## src/sv/rhc_pkg.sv

```systemverilog
// ----------------------------------------------------------------------------
// RGB to HSL converter package
// Shared widths, constants, codes and structures of the converter pipeline.
// ----------------------------------------------------------------------------
package rhc_pkg;

    localparam int CHAN_W = 8;
    localparam int HUE_W  = 13;
    localparam int PCT_W  = 11;
    localparam int SUM_W  = 9;
    localparam int DIFF_W = 9;
    localparam int HNUM_W = 23;

    localparam int CHAN_MAX    = 255;
    localparam int HUE_FULL    = 5760;
    localparam int HUE_SEXTANT = 960;
    localparam int PCT_FULL    = 1600;

    // Lightness is floor((320 * sum + 51) / 102), done by a reciprocal multiply.
    localparam int LIGHT_X_W     = 18;
    localparam int LIGHT_MUL     = 320;
    localparam int LIGHT_BIAS    = 51;
    localparam int LIGHT_RECIP_W = 18;
    localparam int LIGHT_RECIP   = 164483;
    localparam int LIGHT_SHIFT   = 24;

    localparam int DIV_NUM_W     = 22;
    localparam int DIV_DEN_W     = 9;
    localparam int DIV_LANES     = 2;
    localparam int LANE_HUE      = 0;
    localparam int LANE_SAT      = 1;
    localparam int DIV_STEPS_DEF = 4;

    typedef enum logic [1:0] {
        MAX_RED,
        MAX_GREEN,
        MAX_BLUE
    } max_sel_t;

    typedef struct packed {
        logic [DIV_NUM_W-1:0] num;
        logic [DIV_DEN_W-1:0] den;
    } div_op_t;

    typedef struct packed {
        logic              gray;
        logic [PCT_W-1:0]  lightness;
        logic [CHAN_W-1:0] alpha;
    } rhc_side_t;

    typedef struct packed {
        div_op_t [DIV_LANES-1:0] op;
        rhc_side_t               side;
    } rhc_prep_t;

endpackage

```

## src/sv/rhc_rgba_if.sv

```systemverilog
// ----------------------------------------------------------------------------
// RGBA pixel channel
// Valid/ready channel that carries one RGBA pixel per transfer.
// ----------------------------------------------------------------------------
interface rhc_rgba_if;
    import rhc_pkg::*;

    logic              valid;
    logic              ready;
    logic [CHAN_W-1:0] red;
    logic [CHAN_W-1:0] green;
    logic [CHAN_W-1:0] blue;
    logic [CHAN_W-1:0] alpha;

    modport source (output valid, output red, output green, output blue, output alpha,
                    input ready);
    modport sink   (input valid, input red, input green, input blue, input alpha,
                    output ready);
endinterface

```

## src/sv/rhc_hsla_if.sv

```systemverilog
// ----------------------------------------------------------------------------
// HSLA pixel channel
// Valid/ready channel that carries one HSLA result per transfer.
// ----------------------------------------------------------------------------
interface rhc_hsla_if;
    import rhc_pkg::*;

    logic              valid;
    logic              ready;
    logic [HUE_W-1:0]  hue;
    logic [PCT_W-1:0]  saturation;
    logic [PCT_W-1:0]  lightness;
    logic [CHAN_W-1:0] alpha_out;

    modport source (output valid, output hue, output saturation, output lightness,
                    output alpha_out, input ready);
    modport sink   (input valid, input hue, input saturation, input lightness,
                    input alpha_out, output ready);
endinterface

```

## src/sv/rhc_prep.sv

```systemverilog
// ----------------------------------------------------------------------------
// Converter front end
// Two pipeline stages: channel extremes, then divider operands and lightness.
// ----------------------------------------------------------------------------
module rhc_prep (
    input  logic               clk,
    input  logic               rst_n,
    rhc_rgba_if.sink           rgba,
    output logic               op_valid,
    input  logic               op_ready,
    output rhc_pkg::rhc_prep_t op_data
);
    import rhc_pkg::*;

    logic                     a_ready;
    logic                     b_ready;
    logic                     a_valid_reg;
    logic [SUM_W-1:0]         a_sum_reg;
    logic [SUM_W-1:0]         a_sum_next;
    logic [CHAN_W-1:0]        a_delta_reg;
    logic [CHAN_W-1:0]        a_delta_next;
    logic signed [DIFF_W-1:0] a_n_reg;
    logic signed [DIFF_W-1:0] a_n_next;
    max_sel_t                 a_sel_reg;
    max_sel_t                 a_sel_next;
    logic [LIGHT_X_W-1:0]     a_x_reg;
    logic [LIGHT_X_W-1:0]     a_x_next;
    logic [CHAN_W-1:0]        a_alpha_reg;
    logic [CHAN_W-1:0]        mx;
    logic [CHAN_W-1:0]        mn;

    logic                     b_valid_reg;
    rhc_prep_t                b_data_reg;
    rhc_prep_t                b_data_next;
    logic [SUM_W-1:0]         den_full;
    logic signed [HNUM_W-1:0] off_term;
    logic signed [HNUM_W-1:0] hnum_raw;
    logic signed [HNUM_W-1:0] hnum_wrap;
    logic [LIGHT_X_W+LIGHT_RECIP_W-1:0] light_prod;

    assign b_ready    = !b_valid_reg || op_ready;
    assign a_ready    = !a_valid_reg || b_ready;
    assign rgba.ready = a_ready;

    always_comb
    begin
        if (rgba.red >= rgba.green && rgba.red >= rgba.blue)
        begin
            a_sel_next = MAX_RED;
            mx         = rgba.red;
            a_n_next   = $signed({1'b0, rgba.green}) - $signed({1'b0, rgba.blue});
        end
        else if (rgba.green >= rgba.blue)
        begin
            a_sel_next = MAX_GREEN;
            mx         = rgba.green;
            a_n_next   = $signed({1'b0, rgba.blue}) - $signed({1'b0, rgba.red});
        end
        else
        begin
            a_sel_next = MAX_BLUE;
            mx         = rgba.blue;
            a_n_next   = $signed({1'b0, rgba.red}) - $signed({1'b0, rgba.green});
        end
        mn = rgba.red;
        if (rgba.green < mn)
        begin
            mn = rgba.green;
        end
        if (rgba.blue < mn)
        begin
            mn = rgba.blue;
        end
        a_sum_next   = SUM_W'(mx) + SUM_W'(mn);
        a_delta_next = mx - mn;
        a_x_next     = LIGHT_X_W'(a_sum_next) * LIGHT_X_W'(LIGHT_MUL)
                     + LIGHT_X_W'(LIGHT_BIAS);
    end

    always_ff @(posedge clk or negedge rst_n)
    begin
        if (!rst_n)
        begin
            a_valid_reg <= 1'b0;
        end
        else if (a_ready)
        begin
            a_valid_reg <= rgba.valid;
        end
    end

    always_ff @(posedge clk)
    begin
        if (a_ready && rgba.valid)
        begin
            a_sum_reg   <= a_sum_next;
            a_delta_reg <= a_delta_next;
            a_n_reg     <= a_n_next;
            a_sel_reg   <= a_sel_next;
            a_x_reg     <= a_x_next;
            a_alpha_reg <= rgba.alpha;
        end
    end

    always_comb
    begin
        den_full = (a_sum_reg < SUM_W'(CHAN_MAX)) ? a_sum_reg
                                                  : SUM_W'(2 * CHAN_MAX) - a_sum_reg;
        unique case (a_sel_reg)
            MAX_RED:   off_term = '0;
            MAX_GREEN: off_term = $signed(HNUM_W'(a_delta_reg) * HNUM_W'(2 * HUE_SEXTANT));
            MAX_BLUE:  off_term = $signed(HNUM_W'(a_delta_reg) * HNUM_W'(4 * HUE_SEXTANT));
            default:   off_term = '0;
        endcase
        hnum_raw  = HNUM_W'(a_n_reg) * HNUM_W'(HUE_SEXTANT) + off_term;
        hnum_wrap = hnum_raw[HNUM_W-1]
                  ? hnum_raw + $signed(HNUM_W'(a_delta_reg) * HNUM_W'(HUE_FULL))
                  : hnum_raw;
        light_prod = (LIGHT_X_W+LIGHT_RECIP_W)'(a_x_reg)
                   * (LIGHT_X_W+LIGHT_RECIP_W)'(LIGHT_RECIP);

        b_data_next.op[LANE_HUE].num = DIV_NUM_W'({hnum_wrap, 1'b0})
                                     + DIV_NUM_W'(a_delta_reg);
        b_data_next.op[LANE_HUE].den = DIV_DEN_W'({a_delta_reg, 1'b0});
        b_data_next.op[LANE_SAT].num = DIV_NUM_W'(a_delta_reg) * DIV_NUM_W'(2 * PCT_FULL)
                                     + DIV_NUM_W'(den_full);
        b_data_next.op[LANE_SAT].den = DIV_DEN_W'({den_full, 1'b0});
        b_data_next.side.gray        = (a_delta_reg == '0);
        b_data_next.side.lightness   = light_prod[LIGHT_SHIFT +: PCT_W];
        b_data_next.side.alpha       = a_alpha_reg;
    end

    always_ff @(posedge clk or negedge rst_n)
    begin
        if (!rst_n)
        begin
            b_valid_reg <= 1'b0;
        end
        else if (b_ready)
        begin
            b_valid_reg <= a_valid_reg;
        end
    end

    always_ff @(posedge clk)
    begin
        if (b_ready && a_valid_reg)
        begin
            b_data_reg <= b_data_next;
        end
    end

    assign op_valid = b_valid_reg;
    assign op_data  = b_data_reg;

endmodule

```

## src/sv/rhc_div.sv

```systemverilog
// ----------------------------------------------------------------------------
// Pipelined restoring divider
// Two lanes (hue and saturation) in lockstep, a fixed number of quotient
// bits resolved in each register stage.
// ----------------------------------------------------------------------------
module rhc_div #(
    parameter int STEPS = rhc_pkg::DIV_STEPS_DEF
) (
    input  logic                                          clk,
    input  logic                                          rst_n,
    input  logic                                          op_valid,
    output logic                                          op_ready,
    input  rhc_pkg::rhc_prep_t                            op_data,
    output logic                                          quo_valid,
    input  logic                                          quo_ready,
    output logic [rhc_pkg::DIV_LANES-1:0][rhc_pkg::HUE_W-1:0] quo,
    output rhc_pkg::rhc_side_t                            side
);
    import rhc_pkg::*;

    localparam int STAGES = (HUE_W + STEPS - 1) / STEPS;
    localparam int QUO_W  = STAGES * STEPS;
    localparam int WORK_W = DIV_DEN_W + QUO_W;

    typedef logic [DIV_LANES-1:0][WORK_W-1:0]    work_t;
    typedef logic [DIV_LANES-1:0][DIV_DEN_W-1:0] dens_t;

    logic [STAGES-1:0] valid_reg;
    logic [STAGES:0]   stage_ready;
    work_t             work_reg [STAGES];
    work_t             work_next [STAGES];
    work_t             work_src [STAGES];
    dens_t             den_reg [STAGES];
    dens_t             den_src [STAGES];
    rhc_side_t         side_reg [STAGES];
    rhc_side_t         side_src [STAGES];
    logic              valid_src [STAGES];

    function automatic logic [WORK_W-1:0] div_steps(input logic [WORK_W-1:0]    w_in,
                                                    input logic [DIV_DEN_W-1:0] den);
        logic [WORK_W-1:0]  w;
        logic [DIV_DEN_W:0] trial;
        w = w_in;
        for (int i = 0; i < STEPS; i++)
        begin
            trial = {w[WORK_W-1 -: DIV_DEN_W], w[QUO_W-1]};
            if (trial >= {1'b0, den})
            begin
                w = {DIV_DEN_W'(trial - {1'b0, den}), w[QUO_W-2:0], 1'b1};
            end
            else
            begin
                w = {trial[DIV_DEN_W-1:0], w[QUO_W-2:0], 1'b0};
            end
        end
        return w;
    endfunction

    assign stage_ready[STAGES] = quo_ready;
    assign op_ready            = stage_ready[0];

    always_comb
    begin
        for (int l = 0; l < DIV_LANES; l++)
        begin
            work_src[0][l] = WORK_W'(op_data.op[l].num);
            den_src[0][l]  = op_data.op[l].den;
        end
        side_src[0]  = op_data.side;
        valid_src[0] = op_valid;
    end

    for (genvar s = 0; s < STAGES; s++)
    begin : g_stage
        if (s > 0)
        begin : g_link
            assign work_src[s]  = work_reg[s-1];
            assign den_src[s]   = den_reg[s-1];
            assign side_src[s]  = side_reg[s-1];
            assign valid_src[s] = valid_reg[s-1];
        end

        assign stage_ready[s] = !valid_reg[s] || stage_ready[s+1];

        always_comb
        begin
            for (int l = 0; l < DIV_LANES; l++)
            begin
                work_next[s][l] = div_steps(work_src[s][l], den_src[s][l]);
            end
        end

        always_ff @(posedge clk or negedge rst_n)
        begin
            if (!rst_n)
            begin
                valid_reg[s] <= 1'b0;
            end
            else if (stage_ready[s])
            begin
                valid_reg[s] <= valid_src[s];
            end
        end

        always_ff @(posedge clk)
        begin
            if (stage_ready[s] && valid_src[s])
            begin
                work_reg[s] <= work_next[s];
                den_reg[s]  <= den_src[s];
                side_reg[s] <= side_src[s];
            end
        end
    end

    always_comb
    begin
        for (int l = 0; l < DIV_LANES; l++)
        begin
            quo[l] = work_reg[STAGES-1][l][HUE_W-1:0];
        end
    end

    assign quo_valid = valid_reg[STAGES-1];
    assign side      = side_reg[STAGES-1];

endmodule

```

## src/sv/rgb_to_hsl_converter_unit.sv

```systemverilog
// ----------------------------------------------------------------------------
// RGB to HSL converter
// Converts RGBA pixels with 8-bit channels to fixed-point HSLA.
//
//   Channel  Role    Transfer content
//   rgba     sink    red, green, blue, alpha (8 bits each)
//   hsla     source  hue (1/16 degree), saturation and lightness
//                    (1/16 percent), alpha_out
//
// One pixel is taken per clock while the output is not stalled. Pixels pass
// the front-end stages, the divider stages and the output register in turn,
// with four quotient bits per divider stage by default. Reset clears all
// valid bits; no clearing pass follows. Stages advance independently, so a
// stalled output holds its result while empty stages upstream keep filling.
// ----------------------------------------------------------------------------
module rgb_to_hsl_converter_unit #(
    parameter int DIV_STEPS = rhc_pkg::DIV_STEPS_DEF
) (
    input  logic       clk,
    input  logic       rst_n,
    rhc_rgba_if.sink   rgba,
    rhc_hsla_if.source hsla
);
    import rhc_pkg::*;

    logic                                op_valid;
    logic                                op_ready;
    rhc_prep_t                           op_data;
    logic                                quo_valid;
    logic                                quo_ready;
    logic [DIV_LANES-1:0][HUE_W-1:0]     quo;
    rhc_side_t                           side;

    logic              out_valid_reg;
    logic [HUE_W-1:0]  hue_reg;
    logic [HUE_W-1:0]  hue_next;
    logic [PCT_W-1:0]  sat_reg;
    logic [PCT_W-1:0]  sat_next;
    logic [PCT_W-1:0]  light_reg;
    logic [CHAN_W-1:0] alpha_reg;

    rhc_prep u_prep (
        .clk      (clk),
        .rst_n    (rst_n),
        .rgba     (rgba),
        .op_valid (op_valid),
        .op_ready (op_ready),
        .op_data  (op_data)
    );

    rhc_div #(
        .STEPS (DIV_STEPS)
    ) u_div (
        .clk       (clk),
        .rst_n     (rst_n),
        .op_valid  (op_valid),
        .op_ready  (op_ready),
        .op_data   (op_data),
        .quo_valid (quo_valid),
        .quo_ready (quo_ready),
        .quo       (quo),
        .side      (side)
    );

    assign quo_ready = !out_valid_reg || hsla.ready;

    // A rounded hue of a full turn wraps to zero; a gray pixel has no hue.
    always_comb
    begin
        if (side.gray)
        begin
            hue_next = '0;
            sat_next = '0;
        end
        else
        begin
            hue_next = (quo[LANE_HUE] >= HUE_W'(HUE_FULL))
                     ? quo[LANE_HUE] - HUE_W'(HUE_FULL)
                     : quo[LANE_HUE];
            sat_next = quo[LANE_SAT][PCT_W-1:0];
        end
    end

    always_ff @(posedge clk or negedge rst_n)
    begin
        if (!rst_n)
        begin
            out_valid_reg <= 1'b0;
        end
        else if (quo_ready)
        begin
            out_valid_reg <= quo_valid;
        end
    end

    always_ff @(posedge clk)
    begin
        if (quo_ready && quo_valid)
        begin
            hue_reg   <= hue_next;
            sat_reg   <= sat_next;
            light_reg <= side.lightness;
            alpha_reg <= side.alpha;
        end
    end

    assign hsla.valid      = out_valid_reg;
    assign hsla.hue        = hue_reg;
    assign hsla.saturation = sat_reg;
    assign hsla.lightness  = light_reg;
    assign hsla.alpha_out  = alpha_reg;

endmodule

```

## src/flat_wrapper.sv

```systemverilog
// flat-port wrapper written by rule: the top's interface ports become plain ports
module rgb_to_hsl_converter_unit_flat import rhc_pkg::*;
#(
    parameter int DIV_STEPS = rhc_pkg::DIV_STEPS_DEF
)
  (clk, rst_n, rgba_valid, rgba_red, rgba_green, rgba_blue, rgba_alpha, rgba_ready, hsla_valid, hsla_hue, hsla_saturation, hsla_lightness, hsla_alpha_out, hsla_ready);
  rhc_rgba_if rgba_i ();
  rhc_hsla_if hsla_i ();
  input  logic clk;
  input  logic rst_n;
  input wire logic [$bits(rgba_i.valid)-1:0] rgba_valid;
  input wire logic [$bits(rgba_i.red)-1:0] rgba_red;
  input wire logic [$bits(rgba_i.green)-1:0] rgba_green;
  input wire logic [$bits(rgba_i.blue)-1:0] rgba_blue;
  input wire logic [$bits(rgba_i.alpha)-1:0] rgba_alpha;
  output wire logic [$bits(rgba_i.ready)-1:0] rgba_ready;
  output wire logic [$bits(hsla_i.valid)-1:0] hsla_valid;
  output wire logic [$bits(hsla_i.hue)-1:0] hsla_hue;
  output wire logic [$bits(hsla_i.saturation)-1:0] hsla_saturation;
  output wire logic [$bits(hsla_i.lightness)-1:0] hsla_lightness;
  output wire logic [$bits(hsla_i.alpha_out)-1:0] hsla_alpha_out;
  input wire logic [$bits(hsla_i.ready)-1:0] hsla_ready;
  assign rgba_i.valid = rgba_valid;
  assign rgba_i.red = rgba_red;
  assign rgba_i.green = rgba_green;
  assign rgba_i.blue = rgba_blue;
  assign rgba_i.alpha = rgba_alpha;
  assign rgba_ready = rgba_i.ready;
  assign hsla_valid = hsla_i.valid;
  assign hsla_hue = hsla_i.hue;
  assign hsla_saturation = hsla_i.saturation;
  assign hsla_lightness = hsla_i.lightness;
  assign hsla_alpha_out = hsla_i.alpha_out;
  assign hsla_i.ready = hsla_ready;
  rgb_to_hsl_converter_unit #(.DIV_STEPS(DIV_STEPS)) u_core (.clk(clk), .rst_n(rst_n), .rgba(rgba_i), .hsla(hsla_i));
endmodule
```

## config.mk

```make
export PLATFORM = sky130hd
export DESIGN_NAME = rgb_to_hsl_converter_unit_flat
export DESIGN_NICKNAME = d
export VERILOG_FILES = /design/src/sv/rhc_pkg.sv /design/src/sv/rhc_rgba_if.sv /design/src/sv/rhc_hsla_if.sv /design/src/sv/rhc_prep.sv /design/src/sv/rhc_div.sv /design/src/sv/rgb_to_hsl_converter_unit.sv /design/src/flat_wrapper.sv
export SDC_FILE = /design/constraint.sdc
export NUM_CORES = 2
export LEC_CHECK = 0
export ABC_CLOCK_PERIOD_IN_PS = 9150
export BUFFER_PORTS_ARGS = -buffer_cell sky130_fd_sc_hd__buf_2
export CELL_PAD_IN_SITES_DETAIL_PLACEMENT = 0
export CELL_PAD_IN_SITES_GLOBAL_PLACEMENT = 1
export CORE_MARGIN = 2
export CORE_UTILIZATION = 47
export CTS_CLUSTER_DIAMETER = 120
export DETAILED_ROUTE_END_ITERATION = 16
export GPL_TIMING_DRIVEN = 0
export PLACE_DENSITY_LB_ADDON = 0.2
export SETUP_SLACK_MARGIN = 0.15
export SYNTH_ARGS = -nofsm -noshare
export SYNTH_HDL_FRONTEND = slang
export SYNTH_SLANG_ARGS = --single-unit
```

## constraint.sdc

```tcl
create_clock -name clk -period 9.15 [get_ports clk]
set_input_delay 0 -clock clk [delete_from_list [all_inputs] [get_ports clk]]
set_output_delay 0 -clock clk [all_outputs]
set_load 0.01 [all_outputs]
```

==> results.toml <==
[status]
outcome = "finished clean"

[sta]
finalCritPeriodShare_pct = 93.8
period_needed_ns = 8.59
skew_ns = 0.0295
maxSlewHeadroom_pct = 20.7
max_freq_mhz = 116
final-setup-viol-count = 0
finalHoldViolCount = 0
tightest_slew_ns = 1.19
drv_slew = 0
rsz0062_at_grt = "true"

[cts]
cts_made_buffers = 45
htreeDepth = 2
path_clk_slew_ns = 0.06
clock_path_buffers = 3
clk_latency_ns = 0.60
cts_root_buf = "clkbuf_16"
cts.sinks = 397
tritoncts = "yes"

[detailed_routing]
drt-vias-per-instance = 5.34
wl_per_cell_um = 16.5
drc = 0
routed_wl_um = 78500
firstDrtPassIters = 5
postRouteAntennaNets = 0
route.vias.total = 25500
drt_iter0_drc = 1339

[synthesis]
yosys.area_share.xor_xnor_pct = 6.79
synth.area.top_cells = "edfxtp_1 32%, ha_1 20%, fa_1 6.0%, inv_1 4.4%, xnor2_1 4.3%"
synth_top_family_by_area = "adder cells"
yosys_warnings = 0
ys.flop_type = "edfxtp_1"
syn_nets = 4214
synth_top_area_share_pct = 32.4
yosys.area.top_type = "edfxtp_1"
synth_edf_count = 390
synthSimpleGateAreaFrac_pct = 10.4
ys_seq_elements = 397
synth.distinct_cells = 85
synth_compound_area_share_pct = 13.9
synth_fa_ha_area_share_pct = 25.7
yosysSeqAreaShare_pct = 32.9
syn_area_per_cell_um2 = 10.3
syn_area_um2 = 36100
synthCells = 3502
synthMuxAreaShare_pct = 5.46
async_flop_share_pct = 1.76

[worst_setup_path]
crit_fanout = 10
critPathKind = "reg2reg"
cp-start-kind = "register"
startpoint = "u_core.u_div.work_reg[0][30]"
cp_data_arrival_time_ns = 8.93
r2r_cells = 40
cp-end-kind = "register"
reg2reg_from = "u_core.u_div.work_reg[0][30]"
critPathSlowestCell = "edfxtp_1"
cp.required_ns = 9.49
cp_slowest_stage_delay_ns = 0.46
crit_top_cell = "ha_1"

[cells_and_area]
fin_area_um2 = 40500
fill_cells = 6817
nets = 4420
final_cell_mix = "567 x ha_1, 413 x inv_1, 390 x edfxtp_1, 221 x a21oi_1, 176 x xnor2_1"
n_antenna_cell = 0
fin_cells = 4773
layout_commonest_cell = "ha_1"
largest_reg_flops = 148
syn_to_final_growth_pct = 12.3
drive_above_1_share_pct = 12.1

[grt]
grt_start_max_net_pins = 65
grt_pass1_wl_um = 131000
antenna_found_initial = 1
grt-ovfl-total = 0
track_usage_pct = 20.3
first_global_vias = 25600

[placement]
dp_hpwl_um = 62500
port_buffers = 80
globalplace.congestion = 0.840
dp_cells = 4619
placed_cell_area_um2 = 38000

[die]
ios = 81
fp-row-count = 101
dieArea_um2 = 79000
start_util_pct = 47.5
die_y_um = 281
die_w_um = 281
core_region_area_um2 = 75900

[min_path]
min_path_cells = 3
hp-start = "rgba_red[0]"
min_path_type = "in2reg"

[run]
cap_violations = 0
==> kinds of logic (layout without fill, tap and decap cells) <==
| kind of cell | Yosys count | in the layout |
|---|---|---|
| adders and majority gates | 676 | 676 |
| buffers and inverters | 465 | 706 |
| DFF | 397 | 397 |
| AOI/OAI and AO/OA | 776 | 776 |
| and+or+nand+nor | 726 | 726 |
| xor gates and xnor gates | 278 | 278 |
| muxes | 184 | 184 |
==> metrics by stage <==
stage                     util, %  TNS (ns)  hold WS [ns]  worst slack, ns
after CTS                    52.6         0        0.0182            0.152
after floorplan                 -         0        -0.296            0.403
after detailed placement     50.0    -49.98        -0.145            -1.80
after global routing         53.4         0        0.0540           0.0847
final                        53.4         0        0.0402            0.564
after global placement       49.8    -52.21        -0.154            -1.86
==> path summary, 6_finish.rpt <==
kind | endpoint | slack, ns
max in group asynchronous | u_core.u_prep.a_valid_reg | 8.50
worst min register to register | u_core.u_div.side_reg[2][3] | 0.39
worst max-delay path | u_core.u_div.work_reg[1][46] | 0.56
worst min-delay path | u_core.u_prep.a_sum_reg[0] | 0.04
min in group asynchronous | u_core.hsla.valid | 0.38
worst max register to register | u_core.u_div.work_reg[1][46] | 0.56
==> cell type report <==
| cell class | count | area [um2] | area share [%] |
|---|---|---|---|
| buffer | 37 | 191 | 0.472 |
| clock buffer | 50 | 1160 | 2.87 |
| clock inverter | 32 | 358 | 0.883 |
| inverter | 426 | 1610 | 3.98 |
| multi-input combinational | 2640 | 22900 | 56.5 |
| sequential | 397 | 11900 | 29.3 |
| tap | 1030 | 1290 | 3.18 |
| timing repair buffer | 161 | 1140 | 2.83 |
==> critical path: cells and delay by family, from the launching register on <==
kind                     cells  cell delay, ns
buffers and inverters        6            0.97
AO/OA/AOI/OAI               18            3.69
adder cells (fa/ha/maj)      4            1.19
AND/OR/NAND/NOR             11            1.66
flip-flops                   1            0.46
multiplexers                 1            0.35
==> cells in the mapped netlist (88+ instances only) <==
master / instances
a21o_1: 120
nor2b_1: 98
xnor2_1: 176
a21oi_1: 235
o21ai_0: 158
nor2_1: 178
edfxtp_1: 390
mux2_2: 94
mux2i_1: 88
ha_1: 568
xor2_1: 100
nand2_1: 131
inv_1: 421
fa_1: 108
==> routing by layer <==
layer  track usage, %  routed length (um)  vias up
li1                 -                   -    13100
met1             27.0               37200    12000
met2             35.7               37900      285
met3             2.32                2020       88
met4             4.07                1300        2
met5                0                  13        -
==> timing repair <==
action	CTS	global route
hold buffers	15	0
gates cloned	0	1
pin swaps	5	16
setup buffers	14	44
endpoints found under the setup margin	55	56
resized for setup	63	85
endpoints found under the hold margin	26	0
Power is not shown: default switching activity piles up to over one toggle a cycle in this logic, so the estimate is an artifact.
